$ cat config.mk
export PLATFORM = sky130hd
export DESIGN_NAME = page_frame_table_replacer_flat
export DESIGN_NICKNAME = d
export VERILOG_FILES = /design/src/sv/pftr_pkg.sv /design/src/sv/pftr_if.sv /design/src/sv/pftr_table.sv /design/src/sv/pftr_ctrl.sv /design/src/sv/page_frame_table_replacer.sv /design/src/flat_wrapper.sv
export SDC_FILE = /design/constraint.sdc
export NUM_CORES = 2
export LEC_CHECK = 0
export ABC_AREA = 1
export BUFFER_PORTS_ARGS = -buffer_cell sky130_fd_sc_hd__buf_2
export CORE_MARGIN = 4
export CORE_UTILIZATION = 34
export DETAILED_ROUTE_END_ITERATION = 7
export SYNTH_ARGS = -nofsm -noshare
export SYNTH_HDL_FRONTEND = slang
export SYNTH_MEMORY_MAX_BITS = 65536
export SYNTH_SLANG_ARGS = --single-unit
$ cat constraint.sdc
create_clock -name clock -period 6.65 [get_ports clock]
set_input_delay 1.33 -clock clock [delete_from_list [all_inputs] [get_ports clock]]
set_output_delay 1.33 -clock clock [all_outputs]
set_load 0.03 [all_outputs]
$ cat src/sv/pftr_pkg.sv
// package for the page frame table replacer
// shared types, action and status codes, sequencer states; no dependencies
package pftr_pkg;

   localparam int NumFramesDefault = 64;

   typedef enum logic [1:0] {
      ACT_LOAD    = 2'd0,
      ACT_LOOKUP  = 2'd1,
      ACT_DIRTY   = 2'd2,
      ACT_REPLACE = 2'd3
   } action_type;

   typedef enum logic [1:0] {
      ST_OK       = 2'd0,
      ST_NO_MATCH = 2'd1,
      ST_NO_VICT  = 2'd2
   } status_type;

   typedef enum logic [2:0] {
      S_IDLE,
      S_SCAN,
      S_PROBE,
      S_WRITE,
      S_DONE
   } state_type;

   typedef struct packed {
      logic [1:0]  action;
      logic [5:0]  frame_slot;
      logic [31:0] virt_addr;
      logic [31:0] phys_addr;
      logic        dirty_in;
      logic [1:0]  seg_kind;
   } req_type;

   typedef struct packed {
      logic [1:0]  status;
      logic [31:0] phys_out;
      logic        swap_out_req;
      logic        evicted;
      logic [31:0] evict_vaddr;
   } rsp_type;

   typedef struct packed {
      logic [31:0] vaddr;
      logic [31:0] paddr;
      logic        dirty;
      logic        free;
      logic [1:0]  segtype;
   } entry_type;

endpackage

$ cat src/sv/pftr_if.sv
// valid/ready channel interface carrying one item
// depends on nothing; payload type is a parameter
interface pftr_if #(parameter type payload_type = logic) (input logic clock);
   logic        valid;
   logic        ready;
   payload_type data;
   modport source (output valid, output data, input ready);
   modport sink   (input valid, input data, output ready);
endinterface

$ cat src/sv/pftr_table.sv
// frame table memory, one read port with registered data and one write port
// uses pftr_pkg; frames never written read as the reset entry via valid bits
module pftr_table #(
   parameter int NumFrames = pftr_pkg::NumFramesDefault,
   localparam int Aw = (NumFrames > 1) ? $clog2(NumFrames) : 1
) (
   input  logic                  clock,
   input  logic                  reset,
   input  logic [Aw-1:0]         rd_addr,
   output pftr_pkg::entry_type   rd_data,
   input  logic                  wr_en,
   input  logic [Aw-1:0]         wr_addr,
   input  pftr_pkg::entry_type   wr_data
);
   pftr_pkg::entry_type mem [NumFrames];
   logic [NumFrames-1:0] valid_ff;
   pftr_pkg::entry_type  raw_ff;
   logic                 hit_ff;

   always_ff @(posedge clock) begin
      if (wr_en) begin
         mem[wr_addr] <= wr_data;
      end
      raw_ff <= mem[rd_addr];
   end

   always_ff @(posedge clock) begin
      if (reset) begin
         valid_ff <= '0;
         hit_ff   <= 1'b0;
      end else begin
         if (wr_en) begin
            valid_ff[wr_addr] <= 1'b1;
         end
         hit_ff <= valid_ff[rd_addr];
      end
   end

   always_comb begin
      if (hit_ff) begin
         rd_data = raw_ff;
      end else begin
         rd_data = '{vaddr: 32'd0, paddr: raw_ff.paddr, dirty: 1'b1, free: 1'b1,
                     segtype: 2'd3};
      end
   end
endmodule

$ cat src/sv/pftr_ctrl.sv
// sequencer: scans the frame table for lookup, set dirty, free claim and victim probe
// uses pftr_pkg; drives pftr_table ports
module pftr_ctrl #(
   parameter int NumFrames = pftr_pkg::NumFramesDefault,
   localparam int Aw = (NumFrames > 1) ? $clog2(NumFrames) : 1
) (
   input  logic                 clock,
   input  logic                 reset,
   input  logic                 req_valid,
   output logic                 req_ready,
   input  pftr_pkg::req_type    req_data,
   output logic                 rsp_valid,
   input  logic                 rsp_ready,
   output pftr_pkg::rsp_type    rsp_data,
   output logic [Aw-1:0]        rd_addr,
   input  pftr_pkg::entry_type  rd_data,
   output logic                 wr_en,
   output logic [Aw-1:0]        wr_addr,
   output pftr_pkg::entry_type  wr_data
);
   localparam logic [Aw:0] Last = (Aw+1)'(NumFrames - 1);

   pftr_pkg::state_type state_ff, state_in;
   pftr_pkg::req_type   req_ff, req_in;
   pftr_pkg::rsp_type   rsp_ff, rsp_in;
   pftr_pkg::entry_type hold_ff, hold_in;
   logic [Aw:0]   cnt_ff, cnt_in;
   logic [Aw-1:0] addr_ff, addr_in;
   logic [Aw-1:0] vp_ff, vp_in;
   logic [Aw-1:0] tgt_ff, tgt_in;
   logic          pend_ff, pend_in;
   logic          clean_ff, clean_in;
   logic          rvalid_ff, rvalid_in;
   logic          found_ff, found_in;
   logic [Aw-1:0] cur_ff, cur_in;

   logic [Aw-1:0] addr_nx;
   logic          match;
   logic          accept;

   assign accept    = req_valid && req_ready;
   assign req_ready = (state_ff == pftr_pkg::S_IDLE) && !pend_ff;
   assign rsp_valid = pend_ff;
   assign rsp_data  = rsp_ff;
   assign addr_nx   = (addr_ff == Last[Aw-1:0]) ? '0 : addr_ff + 1'b1;

   always_comb begin
      case (pftr_pkg::action_type'(req_ff.action))
         pftr_pkg::ACT_LOOKUP:  match = rd_data.vaddr == req_ff.virt_addr;
         pftr_pkg::ACT_DIRTY:   match = rd_data.paddr == req_ff.phys_addr;
         pftr_pkg::ACT_REPLACE: match = rd_data.free;
         default:               match = 1'b0;
      endcase
   end

   always_comb begin
      state_in = state_ff;
      case (state_ff)
         pftr_pkg::S_IDLE: begin
            if (accept) begin
               if (req_data.action == pftr_pkg::ACT_LOAD) state_in = pftr_pkg::S_DONE;
               else state_in = pftr_pkg::S_SCAN;
            end
         end
         pftr_pkg::S_SCAN: begin
            if (rvalid_ff && match) state_in = pftr_pkg::S_WRITE;
            else if (rvalid_ff && cnt_ff == Last) begin
               if (req_ff.action == pftr_pkg::ACT_REPLACE) state_in = pftr_pkg::S_PROBE;
               else state_in = pftr_pkg::S_DONE;
            end
         end
         pftr_pkg::S_PROBE: begin
            if (rvalid_ff && ((clean_ff && !rd_data.dirty) ||
                              (!clean_ff && rd_data.segtype != 2'd0)))
               state_in = pftr_pkg::S_WRITE;
            else if (rvalid_ff && cnt_ff == Last) state_in = pftr_pkg::S_DONE;
         end
         pftr_pkg::S_WRITE: state_in = pftr_pkg::S_IDLE;
         pftr_pkg::S_DONE:  state_in = pftr_pkg::S_IDLE;
         default:           state_in = pftr_pkg::S_IDLE;
      endcase
   end

   always_comb begin
      req_in    = req_ff;
      rsp_in    = rsp_ff;
      hold_in   = hold_ff;
      cnt_in    = cnt_ff;
      addr_in   = addr_ff;
      vp_in     = vp_ff;
      tgt_in    = tgt_ff;
      pend_in   = pend_ff;
      clean_in  = clean_ff;
      rvalid_in = 1'b0;
      found_in  = found_ff;
      cur_in    = addr_ff;
      wr_en     = 1'b0;
      wr_addr   = tgt_ff;
      wr_data   = hold_ff;
      rd_addr   = addr_ff;
      if (pend_ff && rsp_ready) pend_in = 1'b0;
      case (state_ff)
         pftr_pkg::S_IDLE: begin
            if (accept) begin
               req_in    = req_data;
               addr_in   = '0;
               cnt_in    = '0;
               clean_in  = 1'b0;
               found_in  = 1'b0;
               rvalid_in = 1'b0;
            end
         end
         pftr_pkg::S_SCAN: begin
            rvalid_in = 1'b1;
            addr_in   = addr_nx;
            if (rvalid_ff) begin
               if (!rd_data.dirty) clean_in = 1'b1;
               if (match) begin
                  tgt_in    = cur_ff;
                  hold_in   = rd_data;
                  found_in  = 1'b0;
                  rvalid_in = 1'b0;
               end else if (cnt_ff == Last) begin
                  addr_in   = vp_ff;
                  cnt_in    = '0;
                  rvalid_in = 1'b0;
               end else begin
                  cnt_in = cnt_ff + 1'b1;
               end
            end
         end
         pftr_pkg::S_PROBE: begin
            rvalid_in = 1'b1;
            addr_in   = addr_nx;
            if (rvalid_ff) begin
               if ((clean_ff && !rd_data.dirty) ||
                   (!clean_ff && rd_data.segtype != 2'd0)) begin
                  tgt_in    = cur_ff;
                  hold_in   = rd_data;
                  found_in  = 1'b1;
                  rvalid_in = 1'b0;
               end else if (cnt_ff == Last) begin
                  rvalid_in = 1'b0;
               end else begin
                  cnt_in = cnt_ff + 1'b1;
               end
            end
         end
         pftr_pkg::S_WRITE: begin
            wr_en   = 1'b1;
            pend_in = 1'b1;
            rsp_in  = '0;
            case (pftr_pkg::action_type'(req_ff.action))
               pftr_pkg::ACT_LOOKUP: begin
                  wr_en           = 1'b0;
                  rsp_in.phys_out = hold_ff.paddr;
               end
               pftr_pkg::ACT_DIRTY: begin
                  wr_data         = hold_ff;
                  wr_data.dirty   = req_ff.dirty_in;
                  rsp_in.phys_out = req_ff.phys_addr;
               end
               default: begin
                  wr_data = '{vaddr: req_ff.virt_addr, paddr: hold_ff.paddr, dirty: 1'b0,
                              free: 1'b0, segtype: req_ff.seg_kind};
                  rsp_in.phys_out = hold_ff.paddr;
                  if (found_ff) begin
                     rsp_in.evicted      = 1'b1;
                     rsp_in.evict_vaddr  = hold_ff.vaddr;
                     rsp_in.swap_out_req = hold_ff.dirty || hold_ff.segtype != 2'd0;
                     vp_in = (tgt_ff == Last[Aw-1:0]) ? '0 : tgt_ff + 1'b1;
                  end
               end
            endcase
         end
         pftr_pkg::S_DONE: begin
            pend_in = 1'b1;
            rsp_in  = '0;
            if (req_ff.action == pftr_pkg::ACT_LOAD) begin
               if ({26'd0, req_ff.frame_slot} < 32'(NumFrames)) begin
                  wr_en   = 1'b1;
                  wr_addr = Aw'(req_ff.frame_slot);
                  wr_data = '{vaddr: 32'd0, paddr: req_ff.phys_addr, dirty: 1'b1,
                              free: 1'b1, segtype: 2'd3};
               end else begin
                  rsp_in.status = pftr_pkg::ST_NO_MATCH;
               end
            end else if (req_ff.action == pftr_pkg::ACT_REPLACE) begin
               rsp_in.status = pftr_pkg::ST_NO_VICT;
            end else begin
               rsp_in.status = pftr_pkg::ST_NO_MATCH;
            end
         end
         default: ;
      endcase
   end

   always_ff @(posedge clock) begin
      if (reset) begin
         state_ff  <= pftr_pkg::S_IDLE;
         pend_ff   <= 1'b0;
         vp_ff     <= '0;
         rvalid_ff <= 1'b0;
      end else begin
         state_ff  <= state_in;
         pend_ff   <= pend_in;
         vp_ff     <= vp_in;
         rvalid_ff <= rvalid_in;
      end
      req_ff   <= req_in;
      rsp_ff   <= rsp_in;
      hold_ff  <= hold_in;
      cnt_ff   <= cnt_in;
      addr_ff  <= addr_in;
      tgt_ff   <= tgt_in;
      clean_ff <= clean_in;
      found_ff <= found_in;
      cur_ff   <= cur_in;
   end
endmodule

$ cat src/sv/page_frame_table_replacer.sv
// top level of the page frame table replacer
// uses pftr_pkg, pftr_if, pftr_table and pftr_ctrl
//
// req channel carries one item per action: load, lookup, set dirty, replace.
// rsp channel returns exactly one item per request item.
// the frame table sits in one synchronous memory read one frame per cycle.
// load writes its frame without a scan. lookup and set dirty scan frames in
// order. replace scans for the lowest free frame and, if none is free,
// probes from the victim pointer, all through the single memory read port.
// one item is worked on at a time; req_ready is low while one is in flight
// or while its result waits on rsp.
// reset clears the victim pointer and marks all frames as reset entries at
// once through per-frame valid bits; no clearing pass is needed.
// a stalled rsp holds its item until taken; no new item is accepted meanwhile.
module page_frame_table_replacer #(
   parameter int NumFrames = pftr_pkg::NumFramesDefault
) (
   input logic clock,
   input logic reset,
   pftr_if.sink   req,
   pftr_if.source rsp
);
   localparam int Aw = (NumFrames > 1) ? $clog2(NumFrames) : 1;

   logic [Aw-1:0]       rd_addr, wr_addr;
   logic                wr_en;
   pftr_pkg::entry_type rd_data, wr_data;

   pftr_table #(.NumFrames(NumFrames)) u_table (
      .clock, .reset, .rd_addr, .rd_data, .wr_en, .wr_addr, .wr_data
   );

   pftr_ctrl #(.NumFrames(NumFrames)) u_ctrl (
      .clock, .reset,
      .req_valid(req.valid), .req_ready(req.ready), .req_data(req.data),
      .rsp_valid(rsp.valid), .rsp_ready(rsp.ready), .rsp_data(rsp.data),
      .rd_addr, .rd_data, .wr_en, .wr_addr, .wr_data
   );
endmodule

$ cat src/flat_wrapper.sv
// flat-port wrapper written by rule: the top's interface ports become plain ports
module page_frame_table_replacer_flat 
#(
   parameter int NumFrames = pftr_pkg::NumFramesDefault
)
  (clock, reset, req_valid, req_data, req_ready, rsp_valid, rsp_data, rsp_ready);
  pftr_if #(.payload_type(pftr_pkg::req_type)) req_i (.clock(clock));
  pftr_if #(.payload_type(pftr_pkg::rsp_type)) rsp_i (.clock(clock));
  input logic clock;
  input logic reset;
  input wire logic [$bits(req_i.valid)-1:0] req_valid;
  input wire logic [$bits(req_i.data)-1:0] req_data;
  output wire logic [$bits(req_i.ready)-1:0] req_ready;
  output wire logic [$bits(rsp_i.valid)-1:0] rsp_valid;
  output wire logic [$bits(rsp_i.data)-1:0] rsp_data;
  input wire logic [$bits(rsp_i.ready)-1:0] rsp_ready;
  assign req_i.valid = req_valid;
  assign req_i.data = req_data;
  assign req_ready = req_i.ready;
  assign rsp_valid = rsp_i.valid;
  assign rsp_data = rsp_i.data;
  assign rsp_i.ready = rsp_ready;
  page_frame_table_replacer #(.NumFrames(NumFrames)) u_core (.clock(clock), .reset(reset), .req(req_i), .rsp(rsp_i));
endmodule
==> impl_metrics.csv <==
group,metric,value,unit
timing,finalMaxSlewViolations,0,
critical_path,crit_type,"flop to flop",
floorplanning,dieWidth,745,um
final_layout,final_common_cell,"edfxtp_1",
critical_path,path_cells,"nor2_2, nand2_4, nor2_8, inv_4, nand2_1, o21ai_1, inv_1, nor2_1, inv_1, nor2_1, inv_2, nor2_4, buf_4",
final_layout,final_layout_size_suffix_gt1_share,9.24,%
final_layout,fillers,50669,
grt,gr-usage-met1,28.9,%
yosys,syn_nets,14254,
clocking,cts_buffers,462,
floorplanning,dieArea,0.555,sq mm
final_layout,layout_common_cells,"edfxtp_1 (4,584), nor2_1 (3,088), o21ai_0 (2,534), o22ai_1 (1,361), nand2_1 (470)",
placed_design,place_hpwl,320000,um
power_and_ir_drop,leakagePower,66.8,nW
clocking,ctsHoldBuffers,0,
timing,clock.fmax,219,MHz
timing,hold_viol_final,0,
timing,max_slew_margin,10.4,%
critical_path,critical-path-slowest-cell,"nor2_4",
final_layout,nNetsFinal,14217,
clocking,post-cts-setup-buffer-count,0,
floorplanning,num_rows,270,
clocking,tritoncts,"yes",
critical_path,worstSetupStartpointType,"flop",
yosys,synthDistinctLibCells,46,
timing,fin_setup_tns,0,ns
yosys,ys_warn_count,0,
routing,routed_via_density,5.66,
grt,use_met2,31.5,%
final_layout,seq_area,0.141,sq mm
clocking,path_clk_slew,0.06,ns
yosys,ys_seq_area_share,76.1,%
floorplanning,die_h,745,um
floorplanning,io_pins,149,
critical_path,arrival,5.18,ns
routing,ant_nets,0,
floorplanning,coreArea,0.541,sq mm
grt,use_met3,3.90,%
grt,grt_pass1_vias,112083,
timing,finalWorstSetupSlack,2.09,ns
floorplanning,initial_core_util,34.1,%
clocking,clkLatencyLatePin,1.03,ns
routing,via_count,123135,
timing,setup_viol_count_final,0,
worst_hold_path,worstHoldPathType,"flop to flop",
clocking,htree_levels,5,
timing,period_minus_slack,4.56,ns
clocking,cts_resized,0,
placed_design,io_buffer_count,148,
power_and_ir_drop,power.density,425,mW/mm^2
clocking,cts_buffer_depth,4,
routing,drt-total-wl,600000,um
placed_design,place_congestion,0.880,
routing,drc,0,
critical_path,critical_path.max_fanout,37,
routing,drt_iter0_markers,18803,
clocking,clkSinkCount,4734,
power_and_ir_drop,ir_drop,0.000362,V
routing,firstDrtPassIters,8,
timing,worst_slew_pin_slew,1.34,ns
final_layout,synthToLayoutAreaGrowth,13.7,%
critical_path,cp-end-kind,"flop",
critical_path,critical_path_required,7.27,ns
yosys,synth-seq-cells,4734,
routing,wl_per_cell,27.6,um
grt,grt.busiest_layer,"met2",
grt,grt_pass1_wl,846000,um
timing,min_period_over_period,68.5,%
final_layout,multiInputGateArea,0.0398,sq mm
timing,rsz0062_at_grt,"false",
grt,grt_max_degree,170,
timing,finClkSkew,0.112,ns
status,outcome,"complete, no violations",
grt,track_usage,20.6,%
clocking,clock-root-buffer,"clkbuf_16",
placed_design,place_ws,2.24,ns
flow_run,cap_violations,0,
final_layout,final_util,38.8,%
yosys,syn_inst,14168,
grt,overflow,0,
yosys,netlist_area,0.185,sq mm
critical_path,cp_slowest_stage_delay,1.01,ns
grt,antenna_found_initial,40,
yosys,avgSynthCellArea,13.0,sq um
[worst max-delay path, delay by kind of cell, from the launching register on]
kind	cells	cell delay, ns
simple gates	7	2.00
buf+inv	5	1.42
flops	1	0.43
compound gates	1	0.20
[through the flow]
stage               total power [W]  cells  cell area (sq um)  hold slack, ns
floorplan                    0.0524  14168             185000           0.346
global placement             0.0632  20875             195000           0.388
detailed placement           0.0633  20875             195000           0.389
CTS                          0.0889  21737             210000           0.405
global route                 0.0927  21740             210000           0.422
finish                       0.0892  21750             210000           0.413
[worst paths after layout]
check	from	to	slack [ns]	cells past startpoint
hold / removal	u_core.u_ctrl.cur_ff[3]	u_core.u_ctrl.tgt_ff[3]	0.41	0
hold reg to reg	u_core.u_ctrl.cur_ff[3]	u_core.u_ctrl.tgt_ff[3]	0.41	0
setup reg to reg	u_core.u_ctrl.state_ff[1]	u_core.u_table.mem[12][32]	2.09	13
setup / recovery	u_core.u_ctrl.state_ff[1]	u_core.u_table.mem[12][32]	2.09	13
[cell usage after synthesis (all sizes together)]
master | instances | share of area (%)
xor2 | 14 | 0.066
o211ai | 7 | 0.028
nor3 | 19 | 0.054
a21oi | 71 | 0.19
o21ai | 2891 | 7.8
nor4 | 1 | 0.0034
clkinv | 1 | 0.0020
nand4 | 8 | 0.027
xnor2 | 14 | 0.066
a211oi | 1 | 0.0041
edfxtp | 4584 | 74
and3 | 1 | 0.0034
a31oi | 5 | 0.017
dfxtp | 150 | 1.6
nand3b | 1 | 0.0041
inv | 260 | 0.53
o32ai | 30 | 0.14
buf | 396 | 1.2
clkbuf | 610 | 1.2
nand2 | 473 | 0.97
o221ai | 8 | 0.038
nor2 | 3157 | 6.4
a22o | 1 | 0.0047
o31ai | 16 | 0.065
or2 | 8 | 0.027
or3 | 1 | 0.0034
o22ai | 1385 | 4.7
nand3 | 46 | 0.13
ha | 7 | 0.047
nor3b | 2 | 0.0081
[cells by family after synthesis]
| logic type | synth area share (%) |
|---|---|
| compound gates | 13.0 |
| xor+xnor | 0.133 |
| fa+ha+maj | 0.0474 |
| buf+inv | 3.01 |
| flops | 76.1 |
| simple gates | 7.67 |
[metal layers]
layer / vias up / share of wire [%]
met1: 62200 / 40
met4: 8 / 4.3
li1: 52444 / -
met5: - / 0.0087
met3: 1079 / 11
met2: 7404 / 45
[area by class of cell]
cell class / instances / area share [%]
multi-input cells: 8167 / 19.0
repair buffers: 505 / 2.18
inverters: 261 / 0.494
flip-flops and latches: 4734 / 67.0
well taps: 7208 / 4.29
clock buffers: 586 / 5.90
clock inverters: 276 / 1.20
diodes: 13 / 0.0155
[registers in the layout (all words and copies together), names as in the netlist]
| signal | count |
|---|---|
| u_core.u_ctrl.state_ff | 3 |
| u_core.u_ctrl.hold_ff | 68 |
| u_core.u_ctrl.tgt_ff | 6 |
| u_core.u_table.valid_ff | 64 |
| u_core.u_ctrl.cnt_ff | 7 |
| u_core.u_ctrl.found_ff | 1 |
| u_core.u_ctrl.clean_ff | 1 |
| u_core.u_table.mem | 4352 |
| u_core.u_table.hit_ff | 1 |
| u_core.u_ctrl.rsp_valid | 1 |
| u_core.u_ctrl.rvalid_ff | 1 |
| u_core.u_ctrl.vp_ff | 6 |
| u_core.u_ctrl.cur_ff | 6 |
| u_core.u_table.raw_ff | 68 |
| u_core.u_ctrl.req_ff | 75 |
| u_core.u_ctrl.rsp_data | 68 |
| u_core.u_ctrl.rd_addr | 6 |
[report_power, final]
group | internal [W] | switching (W)
sequential | 0.0338 | 0.000671
clock | 0.0146 | 0.0114
combinational | 0.00744 | 0.0213
total | 0.0559 | 0.0333
Note: power is estimated with default switching activity, not from simulation.
